===== config.mk =====
export PLATFORM = sky130hd
export DESIGN_NAME = i2c_bitbang_write_sequencer
export DESIGN_NICKNAME = d
export VERILOG_FILES = /design/src/rtl/i2cbw_pkg.sv /design/src/rtl/i2cbw_in_reg.sv /design/src/rtl/i2cbw_step.sv /design/src/rtl/i2c_bitbang_write_sequencer.sv
export SDC_FILE = /design/constraint.sdc
export NUM_CORES = 1
export LEC_CHECK = 0
export BUFFER_PORTS_ARGS = -buffer_cell sky130_fd_sc_hd__buf_2
export CELL_PAD_IN_SITES_DETAIL_PLACEMENT = 1
export CELL_PAD_IN_SITES_GLOBAL_PLACEMENT = 2
export CORE_ASPECT_RATIO = 1.25
export CORE_UTILIZATION = 25
export CTS_CLUSTER_DIAMETER = 50
export DETAILED_ROUTE_END_ITERATION = 7
export PLACE_DENSITY = 0.6
export SLEW_MARGIN = 30
export SYNTH_ARGS = -nofsm -noshare
export SYNTH_HDL_FRONTEND = slang
export SYNTH_SLANG_ARGS = --single-unit

===== constraint.sdc =====
create_clock -name clk_i -period 2.55 [get_ports clk_i]
set_input_delay 0.51 -clock clk_i [delete_from_list [all_inputs] [get_ports clk_i]]
set_output_delay 0.51 -clock clk_i [all_outputs]
set_load 0.005 [all_outputs]

===== src/rtl/i2cbw_pkg.sv =====
// Shared types and constants for the I2C bit-bang write sequencer.
`default_nettype none

package i2cbw_pkg;

  // Message length in bytes and number of clock lines that may be selected
  localparam int unsigned MessageBytes = 3;
  localparam int unsigned NumTargets   = 4;

  localparam int unsigned MsgWidth  = 24;
  localparam int unsigned LineWidth = 4;
  localparam int unsigned ByteWidth = 8;

  // Request commands
  localparam logic CmdTick  = 1'b0;
  localparam logic CmdStart = 1'b1;

  // Clock lines that a select may address
  localparam logic [LineWidth-1:0] TargetMask = LineWidth'((1 << NumTargets) - 1);

  // Bit mask values at the start and end of a byte
  localparam logic [ByteWidth-1:0] MaskFirst = 8'h80;
  localparam logic [ByteWidth-1:0] MaskLast  = 8'h01;

  typedef struct packed {
    logic                 command;
    logic [MsgWidth-1:0]  message;
    logic [LineWidth-1:0] target_select;
  } in_item_t;

  typedef struct packed {
    logic [LineWidth-1:0] clock_lines;
    logic                 data_level;
    logic                 data_drive;
    logic                 busy_res;
  } out_item_t;

endpackage

`default_nettype wire


===== src/rtl/i2cbw_in_reg.sv =====
// Input register stage: holds one request ahead of the sequencing logic.
`default_nettype none

module i2cbw_in_reg
  import i2cbw_pkg::*;
(
  input  logic     clk_i,
  input  logic     rst_ni,
  input  logic     in_valid_i,
  output logic     in_stall_o,
  input  in_item_t in_item_i,
  output logic     req_valid_o,
  input  logic     req_stall_i,
  output in_item_t req_item_o
);

  logic     valid_q, valid_d;
  in_item_t item_q, item_d;
  logic     load;

  // Hold the request only while the next stage is stalled
  assign in_stall_o = valid_q & req_stall_i;
  assign load       = ~in_stall_o;

  always_comb begin
    valid_d = valid_q;
    item_d  = item_q;
    if (load) begin
      valid_d = in_valid_i;
      if (in_valid_i) begin
        item_d = in_item_i;
      end
    end
  end

  always_ff @(posedge clk_i or negedge rst_ni) begin
    if (!rst_ni) begin
      valid_q <= 1'b0;
    end else begin
      valid_q <= valid_d;
    end
  end

  // Payload carries no reset
  always_ff @(posedge clk_i) begin
    item_q <= item_d;
  end

  assign req_valid_o = valid_q;
  assign req_item_o  = item_q;

endmodule

`default_nettype wire


===== src/rtl/i2cbw_step.sv =====
// Phase sequencer: line state, one phase step per tick, and the result register.
`default_nettype none

module i2cbw_step
  import i2cbw_pkg::*;
#(
  parameter int unsigned MsgBytes = MessageBytes,
  parameter int unsigned Targets  = NumTargets
) (
  input  logic      clk_i,
  input  logic      rst_ni,
  input  logic      req_valid_i,
  output logic      req_stall_o,
  input  in_item_t  req_item_i,
  output logic      out_valid_o,
  input  logic      out_stall_i,
  output out_item_t out_item_o
);

  typedef enum logic [3:0] {
    PhStart     = 4'd0,
    PhLoadByte  = 4'd1,
    PhClkLow    = 4'd2,
    PhPutBit    = 4'd3,
    PhClkHigh   = 4'd4,
    PhAckLow    = 4'd5,
    PhAckRaise  = 4'd6,
    PhAckFree   = 4'd7,
    PhAckHigh   = 4'd8,
    PhAckEnd    = 4'd9,
    PhRedrive   = 4'd10,
    PhPullLow   = 4'd11,
    PhStopClk   = 4'd12,
    PhStopData  = 4'd13,
    PhIdle      = 4'd14
  } phase_e;

  // Clock lines that a select may address with this many targets
  localparam logic [LineWidth-1:0] SelMask = LineWidth'((1 << Targets) - 1);

  phase_e               phase_q, phase_d;
  logic [MsgWidth-1:0]  shift_q, shift_d;
  logic [LineWidth-1:0] choice_q, choice_d;
  logic [1:0]           left_q, left_d;
  logic [ByteWidth-1:0] byte_q, byte_d;
  logic [ByteWidth-1:0] mask_q, mask_d;
  logic [LineWidth-1:0] clock_q, clock_d;
  logic                 data_q, data_d;
  logic                 drive_q, drive_d;

  logic                 out_valid_q, out_valid_d;
  out_item_t            out_q, out_d;

  logic                 advance;
  logic [LineWidth-1:0] sel_line;
  logic                 sel_ok;

  // Accept a request whenever the result register is free or being emptied
  assign req_stall_o = out_valid_q & out_stall_i;
  assign advance     = req_valid_i & ~req_stall_o;

  // Selected clock line: only a one-hot select within range moves a line
  assign sel_ok   = (choice_q != '0)
                  && ((choice_q & (choice_q - 1'b1)) == '0)
                  && ((choice_q & SelMask) != '0);
  assign sel_line = sel_ok ? choice_q : '0;

  // Next state for one request
  always_comb begin
    phase_d  = phase_q;
    shift_d  = shift_q;
    choice_d = choice_q;
    left_d   = left_q;
    byte_d   = byte_q;
    mask_d   = mask_q;
    clock_d  = clock_q;
    data_d   = data_q;
    drive_d  = drive_q;
    if (req_item_i.command == CmdStart) begin
      shift_d  = req_item_i.message;
      choice_d = req_item_i.target_select;
      phase_d  = PhStart;
    end else begin
      case (phase_q)
        PhStart: begin
          left_d  = 2'(MsgBytes);
          data_d  = 1'b0;
          phase_d = PhLoadByte;
        end
        PhLoadByte: begin
          clock_d = clock_q & ~sel_line;
          byte_d  = shift_q[ByteWidth-1:0];
          mask_d  = MaskFirst;
          phase_d = PhPutBit;
        end
        PhClkLow: begin
          clock_d = clock_q & ~sel_line;
          phase_d = PhPutBit;
        end
        PhPutBit: begin
          data_d  = (byte_q & mask_q) != '0;
          phase_d = PhClkHigh;
        end
        PhClkHigh: begin
          clock_d = clock_q | sel_line;
          if (mask_q != MaskLast) begin
            mask_d  = mask_q >> 1;
            phase_d = PhClkLow;
          end else begin
            left_d  = left_q - 2'd1;
            shift_d = shift_q >> ByteWidth;
            phase_d = PhAckLow;
          end
        end
        PhAckLow: begin
          clock_d = clock_q & ~sel_line;
          phase_d = PhAckRaise;
        end
        PhAckRaise: begin
          data_d  = 1'b1;
          phase_d = PhAckFree;
        end
        PhAckFree: begin
          drive_d = 1'b0;
          phase_d = PhAckHigh;
        end
        PhAckHigh: begin
          clock_d = clock_q | sel_line;
          phase_d = PhAckEnd;
        end
        PhAckEnd: begin
          clock_d = clock_q & ~sel_line;
          phase_d = PhRedrive;
        end
        PhRedrive: begin
          drive_d = 1'b1;
          phase_d = PhPullLow;
        end
        PhPullLow: begin
          data_d  = 1'b0;
          phase_d = (left_q == 2'd0) ? PhStopClk : PhLoadByte;
        end
        PhStopClk: begin
          clock_d = clock_q | sel_line;
          phase_d = PhStopData;
        end
        PhStopData: begin
          data_d  = 1'b1;
          phase_d = PhIdle;
        end
        PhIdle: begin
          phase_d = PhIdle;
        end
        default: begin
          phase_d = PhIdle;
        end
      endcase
    end
  end

  // Result register follows the updated state
  always_comb begin
    out_valid_d = out_valid_q;
    out_d       = out_q;
    if (advance) begin
      out_valid_d       = 1'b1;
      out_d.clock_lines = clock_d;
      out_d.data_level  = data_d;
      out_d.data_drive  = drive_d;
      out_d.busy_res    = (phase_d != PhIdle);
    end else if (!out_stall_i) begin
      out_valid_d = 1'b0;
    end
  end

  always_ff @(posedge clk_i or negedge rst_ni) begin
    if (!rst_ni) begin
      phase_q     <= PhIdle;
      shift_q     <= '0;
      choice_q    <= '0;
      left_q      <= '0;
      byte_q      <= '0;
      mask_q      <= '0;
      clock_q     <= '1;
      data_q      <= 1'b1;
      drive_q     <= 1'b1;
      out_valid_q <= 1'b0;
    end else begin
      if (advance) begin
        phase_q  <= phase_d;
        shift_q  <= shift_d;
        choice_q <= choice_d;
        left_q   <= left_d;
        byte_q   <= byte_d;
        mask_q   <= mask_d;
        clock_q  <= clock_d;
        data_q   <= data_d;
        drive_q  <= drive_d;
      end
      out_valid_q <= out_valid_d;
    end
  end

  always_ff @(posedge clk_i) begin
    out_q <= out_d;
  end

  assign out_valid_o = out_valid_q;
  assign out_item_o  = out_q;

endmodule

`default_nettype wire


===== src/rtl/i2c_bitbang_write_sequencer.sv =====
// Top level of the tick-driven I2C write sequencer.
//
// Takes one request per clock cycle when the output side keeps up; each request
// gives exactly one result once accepted: it is held in the input register, then
// passes through the phase logic into the result register. A start request
// loads a three-byte message (low byte first, bits MSB first) and a one-hot
// clock-line select; each tick request then advances the bus one phase and the
// result shows the line levels afterwards. While a result waits in the result
// register one more request can still enter the input register; the input
// stalls only once that register is full as well. A select that is not one-hot
// leaves the clock lines alone.
`default_nettype none

module i2c_bitbang_write_sequencer
  import i2cbw_pkg::*;
#(
  parameter int unsigned MsgBytes = MessageBytes,
  parameter int unsigned Targets  = NumTargets
) (
  input  logic      clk_i,
  input  logic      rst_ni,
  input  logic      in_valid_i,
  output logic      in_stall_o,
  input  in_item_t  in_item_i,
  output logic      out_valid_o,
  input  logic      out_stall_i,
  output out_item_t out_item_o
);

  logic     req_valid;
  logic     req_stall;
  in_item_t req_item;

  i2cbw_in_reg u_in_reg (
    .clk_i       (clk_i),
    .rst_ni      (rst_ni),
    .in_valid_i  (in_valid_i),
    .in_stall_o  (in_stall_o),
    .in_item_i   (in_item_i),
    .req_valid_o (req_valid),
    .req_stall_i (req_stall),
    .req_item_o  (req_item)
  );

  i2cbw_step #(
    .MsgBytes (MsgBytes),
    .Targets  (Targets)
  ) u_step (
    .clk_i       (clk_i),
    .rst_ni      (rst_ni),
    .req_valid_i (req_valid),
    .req_stall_o (req_stall),
    .req_item_i  (req_item),
    .out_valid_o (out_valid_o),
    .out_stall_i (out_stall_i),
    .out_item_o  (out_item_o)
  );

endmodule

`default_nettype wire


Word-level counts from Yosys, hierarchy flattened:

Cells that the tools add are included.

* bits in registers: 94
* latch bits: 0
* RAM bits: 0
* bits in read-only memories: 0
* input port bits: 33
* output and inout bits: 9
* memories kept: 0

* add/sub/neg operators: 2
* multipliers: 0
* divide/modulo/power cells: 0
* order comparisons: 0
* eq/ne operators: 19
* shift-type cells: 0
* multiplexer cells: 20
* bitwise logic cells: 11
* reduce and logical (&&, ||, !) cells: 21

Operators with widths (count)
* $mux 24: 3
* $pmux 4 s12: 1
* $eq 4x4->1 const B: 6
* $eq 4x3->1 const B: 4
* $mux 4: 4
* $pmux 8 s2: 1
* $and 4x4->4: 2
* $and 8x8->8: 1
* $eq 4x2->1 const B: 2
* $logic_not 4->1: 2
* $mux 8: 1
* $ne 8x1->1 const B: 1
* $pmux 4 s2: 1
* $reduce_and 4->1: 2
* $reduce_bool 8->1: 1
* $reduce_and 3->1: 2
* $reduce_bool 2->1: 3
* $reduce_or 2->1: 3
* $eq 4x1->1 const B: 1
* $mux 1: 4
* $ne 2x1->1 const B: 2
* $ne 2x2->1 const B: 2
* $ne 4x4->1 const B: 1
* $not 4->4: 1
* 16 further kinds: 22

Longest topological paths before layout:

Gate-level depths: netlist of the first run.

* depth after elaboration: 10
* mapped depth: 8

Modules after synthesis:

From an unflattened synthesis of the first run, not the netlist that was laid out.

* cell total of the unflattened synthesis: 294
* area total of the unflattened synthesis: 4172.8 um^2

Modules (own cells, without submodules)
* i2cbw_step: times used 1, cells each 261, area an instance 3251.9 um^2
* i2cbw_in_reg: times used 1, cells each 33, area an instance 920.9 um^2

Least setup slack after synthesis of the first run:

OpenSTA, ideal clock, no wires.

* path kind: input to register
* start: input out_stall_i
* end: register u_step.shift_q[10]
* setup time: 0.125 ns
* arrival: 1.768 ns
* data required time: 2.425 ns
* slack: 0.657 ns
* stages on the path: 8
* path buffers: 3
* path through: a21bo_4 > inv_4 > and2_4 > buf_6 > a31o_1 > buf_6 > buf_12 > mux2_4

* longest elaborated chain between the ends: 4

Ends and longest elaborated chain
* start: declaration: line i2c_bitbang_write_sequencer.sv:26 `input logic out_stall_i,`
* $and 1x1->1: line i2cbw_step.sv:59 `assign req_stall_o = out_valid_q & out_stall_i;`
* $not 1->1: line i2cbw_step.sv:60 `assign advance = req_valid_i & ~req_stall_o;`
* $and 1x1->1: line i2cbw_step.sv:60
* via u_step.advance: line i2cbw_step.sv:54 `logic advance;`
* $reduce_and 3->1 (no line)
* end signal: assignment: line i2cbw_step.sv:191 `shift_q <= shift_d;`
* end: declaration: line i2cbw_step.sv:42 `logic [MsgWidth-1:0] shift_q, shift_d;`

The timed path passes the listed nets, and every way through them passes these cells.
A chain may end at the register's enable or synchronous reset.

Worst setup path after layout of the first run:

* start: register u_step.mask_q[4]
* end: register u_step.shift_q[3]

* longest elaborated chain between the ends: 3

Ends and longest elaborated chain
* start: declaration: line i2cbw_step.sv:46 `logic [ByteWidth-1:0] mask_q, mask_d;`
* start signal: assignment: line i2cbw_step.sv:195 `mask_q <= mask_d;`
* $ne 8x1->1: line i2cbw_step.sv:106 `if (mask_q != MaskLast) begin`
* $ne 2x2->1 (no line)
* $reduce_and 3->1 (no line)

Every way passes these cells.

==> results of run 1 <==
[cell usage after synthesis (3+ instances only)]
cell type / count
a22oi_1: 4
buf_2: 4
a31oi_1: 6
clkbuf_1: 6
edfxtp_1: 36
nor2b_1: 4
o21ai_0: 13
nor4_1: 4
or3_1: 4
dfstp_2: 9
a41oi_1: 3
dfrtp_1: 49
nand3_1: 3
a21oi_1: 8
inv_1: 9
mux2_4: 10
a22o_1: 14
nand2b_1: 6
and2_1: 3
nor2_1: 14
nand4_1: 3
nand2_1: 11
o211ai_1: 3
mux2_2: 33
[per-layer routing]
metal	up-vias	wire length (um)	GRT usage [%]
met5	-	0	0
met4	0	156	5.000
met3	14	191	1.754
met2	39	4584	19.70
met1	1288	3972	14.48
li1	1226	-	-
[metrics by stage]
stage | std cells | hold slack [ns] | setup WS, ns | instance area (sq um) | util, %
detailed placement | 546 | 0.3771 | 0.3593 | 4552 | 28.88
global route | 562 | 0.01773 | 0.3196 | 4840 | 30.71
global placement | 546 | 0.3678 | 0.3987 | 4552 | 28.88
floorplan | 300 | 0.2144 | 0.6571 | 4089 | -
CTS | 562 | 0.01391 | 0.4788 | 4840 | 30.71
finish | 562 | 0.02074 | 0.4817 | 4840 | 30.71
[flip-flops by register name, indices dropped and copies added (netlist names), 2 cells and up]
| name | count |
|---|---|
| u_step.out_item_o | 7 |
| u_step.mask_q | 8 |
| u_in_reg.req_item_o | 29 |
| u_step.left_q | 2 |
| u_step.byte_q | 8 |
| u_step.shift_q | 24 |
| u_step.clock_q | 4 |
| u_step.choice_q | 4 |
| u_step.phase_q | 4 |
[logic make-up after synthesis]
group                    after synthesis  synth area share, %
AO/OA/AOI/OAI                         71                12.58
XOR/XNOR                               1               0.2142
adder cells (fa/ha/maj)                1               0.3059
buffers and inverters                 25                3.244
flip-flops                            94                62.21
multiplexers                          43                12.76
AND/OR/NAND/NOR                       65                8.691
[where the power goes]
part	internal [mW]	leakage, nW	switching [mW]
registers	1.89	1.03	0.212
clock network	0.786	0.139	0.533
logic	0.401	0.758	0.366
[how the worst max path moves through the flow]
stage / startpoint / end / slack [ns] / depth (start not counted)
after global routing: u_step.phase_q[1] / u_step.shift_q[16] / 0.32 / 4
final: u_step.mask_q[4] / u_step.shift_q[3] / 0.48 / 5
after detailed placement: out_stall_i / u_step.shift_q[3] / 0.36 / 7
after floorplan: out_stall_i / u_step.shift_q[10] / 0.66 / 8
after CTS: u_step.mask_q[4] / u_step.shift_q[4] / 0.48 / 5
after global placement: out_stall_i / u_step.shift_q[3] / 0.40 / 7
[area by class of cell]
| cell class | instances | area share (%) |
|---|---|---|
| flip-flops and latches | 94 | 52.56 |
| well taps | 212 | 5.481 |
| clock inverters | 2 | 0.6980 |
| clock buffers | 14 | 5.248 |
| repair buffers | 49 | 5.998 |
| inverters | 10 | 0.8273 |
| multi-input cells | 181 | 29.19 |
[cells in the final DEF (no fill, tap or decap), types with 6 or more instances in the layout]
cell	synthesis	routed
a31oi_1	6	6
dfrtp_1	49	49
a21oi_1	8	8
mux2_2	33	33
clkbuf_16	0	9
mux2_4	10	10
buf_4	0	6
dfstp_2	9	9
inv_1	9	9
nand2_1	11	11
buf_2	4	41
nand2b_1	6	6
a22o_1	14	14
edfxtp_1	36	36
nor2_1	14	14
o21ai_0	13	13
[worst register-to-register path, stage by stage, from the launching register on]
cell     delay [ns]
dfrtp_1        0.41
nor4_1         0.49
and2_1         0.31
a31o_1         0.22
buf_12         0.18
mux2_2         0.35
==> summary.txt, run 1 <==
Leak: 1.927 nW
Sequential element share of the synthesized area: 62.21%
Post-synth EDFFs: 36
Synth Instances: 300
Fmax: 483.5 MHz
I/O pin cnt: 42
Pre-Repair DR Iteration Count: 4
Row cnt: 51
Fillers: 1,712
Reg2reg setup slack: 0.48 ns
Largest delay contributor family on the critical path: simple AND/OR/NAND/NOR gates
Register area: 2544 sq um
Hold Path Class: in -> async
Layout cell share with drive strength beyond 1: 33.43%
Worst path slowest cell: nor4_1
Reg2reg start: u_step.mask_q[4]
Full die area: 16,870 sq um
Worst Setup Path Type: reg -> reg
Startpoint Class: register
DIE WIDTH: 116.4 um
# clock sinks: 94
Fin Setup TNS: 0 ns
Post-DRT Antenna Nets: 0
Pwr Total: 4.191 mW
Post-route minimum period: 2.068 ns
Vias per cell: 4.568
Max Root-Sink Buffers: 2
Gp weighted congestion: 0.7252
CP Data Required Time: 2.77 ns
Chip height: 145.0 um
First DRT Iteration DRCs: 73
Core Area: 15,760 sq um
Post-synth ARST share: 61.70%
Crit path arrival time: 2.29 ns
Slew HR: 43.72%
CP Capture Type: register
Slew Limit Fails: 0
TritonCTS Buffers: 9
Vias post-DR: 2,567
Vias in the first global route: 2,842
CP Cell Sequence: nor4_1, and2_1, a31o_1, buf_12, mux2_2
H-tree levels: 3
Synth Register Bits: 94
# nets final: 379
CTS tree: built
Clock skew: 0.006337 ns
WP buf/inv: 1
Final setup viols: 0
Ys flop type: dfrtp_1
Final Cycle Share: 81.11%
Setup repair bufs after CTS: 0
Total wire length: 8.903 mm
Input/output buffers: 41
Area Overhead vs Synth: 18.36%
Avg WL per Cell: 15.84 um
Slowest cell delay on critical path: 0.49 ns
Synthesized area per cell: 13.63 sq um
Total GRT Usage: 11.65%
Diodes inserted: 0
Area occupied by multi-input gates: 1413 sq um
Yosys top cell area share: 29.99%
Root Buffer: clkbuf_16
Power density cells: 865.9 nW/um^2
Mapped Nets: 334
RR Endpoint: u_step.shift_q[3]
Largest net degree at the start of global routing: 53
Clock Pin Slew Worst Setup and Hold Paths: 0.06 ns
Synth top area cells: dfrtp_1 (30%), edfxtp_1 (26%), mux2_2 (9.1%)
GRT overflow: 0
Mapped cell area: 4089 sq um
First-pass GRT wire length: 14.99 mm
CTS resizes: 0
Syn. warnings: 0
Crit path max fanout: 16
Initial antenna violation count: 0
Worst R2R Path Depth: 5
CTS Hold Bufs: 0
Maxcap violations: 0
Slew at the pin closest to its max-slew limit: 0.8402 ns
Final HPWL DP: 6.224 mm
DRC Markers: 0
Status: finished clean
Final hold viol count: 0
Maximum vdd drop: 0.0003499 V
Area leader, netlist: dfrtp_1
Clock Latency Late Sink: 0.34 ns
Unique cell type count in the Yosys netlist: 54
Starting Density: 25.94%
RSZ-0062 raised after global routing: no
No activity file was read; power rests on OpenSTA's default activity.
==> inputs of run 2 (changes only) <==
Clock period 2.55 ns to 2.08 ns, I/O delays scaled along.
==> summary.txt, run 2 (same netlist as run 1, synthesis figures left out) <==
RSZ-0062 raised after global routing: no
Max reg flops: 29 (unchanged)
TritonCTS Buffers: 9 (unchanged)
Root Buffer: clkbuf_16
Initial antenna violation count: 0 (unchanged)
Vias per cell: 4.490 (-1.7%)
Slew Limit Fails: 0 (unchanged)
First DRT Iteration DRCs: 99 (+36%)
Most frequent cells in the layout: dfrtp_1 (49), buf_2 (41), edfxtp_1 (36)
Slowest cell delay on critical path: 0.42 ns (-0.07 ns)
WP buf/inv: 2 (+1)
Chip height: 145.0 um (unchanged)
Hold Path Class: in -> async
Total GRT Usage: 11.63% (-0.026 points)
Largest delay contributor family on the critical path: simple AND/OR/NAND/NOR gates
Crit path max fanout: 16 (unchanged)
Max Root-Sink Buffers: 2 (unchanged)
Largest net degree at the start of global routing: 42 (-21%)
Maximum vdd drop: 0.0005601 V (+60%)
Final setup viols: 0 (unchanged)
Final HPWL DP: 6.096 mm (-2.1%)
Startpoint Class: register
Avg WL per Cell: 15.19 um (-4.1%)
CP Cell Sequence: nor4_1, buf_4, and2_1, a31o_1, buf_12, mux2_2
Post-DRT Antenna Nets: 0 (unchanged)
Gp weighted congestion: 0.7500 (+3.4%)
Pwr Total: 5.239 mW (+25%)
# clock sinks: 94 (unchanged)
Final Cycle Share: 94.68% (+14 points)
Worst Slack Setup Final: 0.1108 ns (-0.3710 ns)
Total wire length: 8.748 mm (-1.7%)
Clock Latency Late Sink: 0.34 ns (about the same)
Fin Setup TNS: 0 ns (unchanged)
Starting Density: 25.94% (unchanged)
Leak: 2.012 nW (+4.4%)
Slew at the pin closest to its max-slew limit: 0.8569 ns (+0.01668 ns)
Reg2reg start: u_step.mask_q[5]
First-pass GRT wire length: 14.99 mm (about the same)
CTS tree: built
Status: finished clean
Worst Setup Path Type: reg -> reg
Row cnt: 51 (unchanged)
Vias in the first global route: 2,881 (+1.4%)
Vias post-DR: 2,586 (+0.74%)
Setup repair bufs after CTS: 0 (unchanged)
Hold WS: 0.02469 ns (+0.003952 ns)
Full die area: 16,870 sq um (unchanged)
Core Area: 15,760 sq um (unchanged)
Fmax: 507.8 MHz (+5.0%)
Clock skew: 0.005559 ns (-0.0007782 ns)
Slew HR: 42.61% (-1.1 points)
Pre-Repair DR Iteration Count: 4 (unchanged)
Clock Pin Slew Worst Setup and Hold Paths: 0.06 ns (about the same)
Pre-CTS setup slack: 0.1083 ns (-0.2510 ns)
Fillers: 1,719 (+0.41%)
CP Capture Type: register
CP Data Required Time: 2.31 ns (-0.46 ns)
CTS Hold Bufs: 0 (unchanged)
I/O pin cnt: 42 (unchanged)
Worst path slowest cell: dfrtp_1
Leading cell type in the layout, fill and taps excluded: dfrtp_1
DIE WIDTH: 116.4 um (unchanged)
Input/output buffers: 41 (unchanged)
Post-route minimum period: 1.969 ns (-0.09903 ns)
Final hold viol count: 0 (unchanged)
Area Overhead vs Synth: 21.79%
Layout cell share with drive strength beyond 1: 37.64% (+4.2 points)
Final Util: 31.59% (+0.89 points)
Maxcap violations: 0 (unchanged)
Worst Setup SP: u_step.mask_q[5]
Power density cells: 1052 nW/um^2 (+21%)
Crit path arrival time: 2.20 ns (-0.09 ns)
# nets final: 393 (+3.7%)
H-tree levels: 3 (unchanged)
Diodes inserted: 0 (unchanged)
GRT overflow: 0 (unchanged)
DRC Markers: 0 (unchanged)
run 2: layout make-up:
| type | count | area (sq um) | share of cell area (%) |
|---|---|---|---|
| Clock buffer | 10 | 239.0 | 4.799 |
| Clock inverter | 6 | 60.06 | 1.206 |
| Inverter | 10 | 40.04 | 0.8040 |
| Multi-Input combinational cell | 181 | 1424 | 28.59 |
| Sequential cell | 94 | 2544 | 51.08 |
| Tap cell | 212 | 265.3 | 5.327 |
| Timing Repair Buffer | 63 | 407.9 | 8.191 |
run 2: where the power goes:
group	leakage [nW]	switching (mW)	internal, mW
sequential	1.03	0.238	2.32
clock	0.146	0.705	0.960
combinational	0.834	0.472	0.545
run 2: routing by layer:
metal	track usage (%)	part of all wire (%)
met1	14.62	45
met2	18.73	50
met3	2.757	3.1
met4	5.064	2.3
met5	0	0
run 2: per-stage QoR:
stage          std cells  cell area [sq um]
2_1_floorplan        300               4089
3_3_place_gp         560               4669
3_5_place_dp         560               4669
4_1_cts              576               4969
5_1_grt              576               4980
6_report             576               4980
run 2: final timing paths:
kind,slack (ns),cells past startpoint,endpoint
worst min register to register,0.46,2,u_step.choice_q[0]
worst max register to register,0.11,6,u_step.shift_q[2]
worst min-delay path,0.02,1,u_step.shift_q[11]
max in group asynchronous,1.42,2,u_step.clock_q[3]
min in group clk_i,0.24,1,u_in_reg.req_item_o[22]
worst max-delay path,0.11,6,u_step.shift_q[2]
run 2: timing repair:
item,4_1_cts,5_1_grt
hold endpoints to repair,0,0
setup endpoints to repair,0,9
gates resized for setup,0,2
==> inputs of run 3 (changes only) <==
Clock period 2.08 ns to 2.5 ns, I/O delays scaled along.
==> summary.txt, run 3 (same netlist as run 1, synthesis figures left out) <==
Setup repair bufs after CTS: 0 (unchanged)
CTS tree: built
Core Area: 15,760 sq um (unchanged)
Largest delay contributor family on the critical path: simple AND/OR/NAND/NOR gates
Slew Limit Fails: 0 (unchanged)
CP Capture Type: register
Final Util: 30.87% (-0.72 points)
CP Cell Sequence: nor4b_1, and2_1, a31o_1, buf_12, mux2_2
Fmax: 482.0 MHz (-5.1%)
Slew at the pin closest to its max-slew limit: 0.8357 ns (-0.02119 ns)
Worst Setup Path Type: reg -> reg
CTS Hold Bufs: 0 (unchanged)
Status: finished clean
Pre-CTS setup slack: 0.4032 ns (+0.2950 ns)
Reg2reg start: u_step.mask_q[1]
First DRT Iteration DRCs: 101 (+2.0%)
Initial antenna violation count: 0 (unchanged)
Crit path arrival time: 2.30 ns (+0.10 ns)
Vias post-DR: 2,574 (-0.46%)
Post-route minimum period: 2.075 ns (+0.1055 ns)
Area Overhead vs Synth: 19.00%
Full die area: 16,870 sq um (unchanged)
Total GRT Usage: 11.74% (+0.11 points)
Vias in the first global route: 2,804 (-2.7%)
Worst Setup SP: u_step.mask_q[1]
Startpoint Class: register
Input/output buffers: 41 (unchanged)
Maxcap violations: 0 (unchanged)
Vias per cell: 4.580 (+2.0%)
CP Data Required Time: 2.73 ns (+0.42 ns)
Clock Latency Late Sink: 0.35 ns (about the same)
Largest net degree at the start of global routing: 59 (+40%)
Diodes inserted: 0 (unchanged)
WP buf/inv: 1 (-1)
Most frequent cells in the layout: dfrtp_1 (49), buf_2 (41), edfxtp_1 (36)
Slew HR: 44.03% (+1.4 points)
Slowest cell delay on critical path: 0.48 ns (+0.06 ns)
Avg WL per Cell: 15.87 um (+4.5%)
Row cnt: 51 (unchanged)
RSZ-0062 raised after global routing: no
Final Cycle Share: 82.99% (-12 points)
Starting Density: 25.94% (unchanged)
Post-DRT Antenna Nets: 0 (unchanged)
TritonCTS Buffers: 9 (unchanged)
Worst Slack Setup Final: 0.4252 ns (+0.3145 ns)
CTS resizes: 0 (unchanged)
Crit path max fanout: 16 (unchanged)
Total wire length: 8.919 mm (+2.0%)
# nets final: 379 (-3.6%)
Layout cell share with drive strength beyond 1: 34.57% (-3.1 points)
Final hold viol count: 0 (unchanged)
I/O pin cnt: 42 (unchanged)
Leading cell type in the layout, fill and taps excluded: dfrtp_1
Fin Setup TNS: 0 ns (unchanged)
H-tree levels: 3 (unchanged)
Chip height: 145.0 um (unchanged)
DRC Markers: 0 (unchanged)
# clock sinks: 94 (unchanged)
Clock skew: 0.006732 ns (+0.001173 ns)
Final HPWL DP: 6.209 mm (+1.9%)
Leak: 1.937 nW (-3.7%)
Hold WS: 0.1574 ns (+0.1327 ns)
Clock Pin Slew Worst Setup and Hold Paths: 0.06 ns (about the same)
Final setup viols: 0 (unchanged)
Root Buffer: clkbuf_16
Hold Path Class: in -> async
Gp weighted congestion: 0.7541 (+0.55%)
Power density cells: 901.1 nW/um^2 (-14%)
Max Root-Sink Buffers: 2 (unchanged)
Worst path slowest cell: nor4b_1
DIE WIDTH: 116.4 um (unchanged)
GRT overflow: 0 (unchanged)
Max reg flops: 29 (unchanged)
First-pass GRT wire length: 14.97 mm (about the same)
Pre-Repair DR Iteration Count: 6 (+2)
Maximum vdd drop: 0.0003711 V (-34%)
## run 3: worst paths after layout
path | depth (start not counted) | endpoint | slack (ns)
min reg2reg | 2 | u_step.choice_q[0] | 0.46
max | 5 | u_step.shift_q[1] | 0.43
min in group clk_i | 1 | u_in_reg.req_item_o[8] | 0.33
min | 2 | u_step.shift_q[1] | 0.16
max in group asynchronous | 2 | u_step.clock_q[1] | 2.02
max reg2reg | 5 | u_step.shift_q[1] | 0.43
## run 3: cell type report
class,count,area (sq um)
fill,1725,10900
sequential,94,2544
multi-input combinational,181,1413
timing repair buffer,49,290.3
tap,212,265.3
clock buffer,9,225.2
clock inverter,7,88.84
inverter,10,40.04
## run 3: metrics by stage
step	std cells	total power, mW	area, sq um
finish	562	4.385	4866
global placement	546	2.939	4552
floorplan	300	2.687	4089
CTS	562	4.454	4866
global route	562	4.630	4866
detailed placement	546	2.971	4552
## run 3: report_power, final
group / total, mW / internal [mW] / switching, mW / leakage (nW)
clock: 1.46 / 0.869 / 0.589 / 0.149
sequential: 2.14 / 1.93 / 0.211 / 1.03
combinational: 0.787 / 0.411 / 0.376 / 0.757
total: 4.38 / 3.21 / 1.18 / 1.94
## run 3: layer usage
metal	wire (um)	up-vias	global-route usage, %	share of wire, %
met5	0	-	0	0
met4	198	0	5.577	2.2
met3	244	12	2.130	2.7
met2	4434	45	19.05	50
met1	4041	1298	14.84	45
li1	-	1219	-	-
## run 3: worst register-to-register path, delay by kind of cell (launching register included)
kind / cells / cell delay, ns
flops: 1 / 0.42
compound gates: 1 / 0.22
simple gates: 2 / 0.78
mux: 1 / 0.36
buf+inv: 1 / 0.18
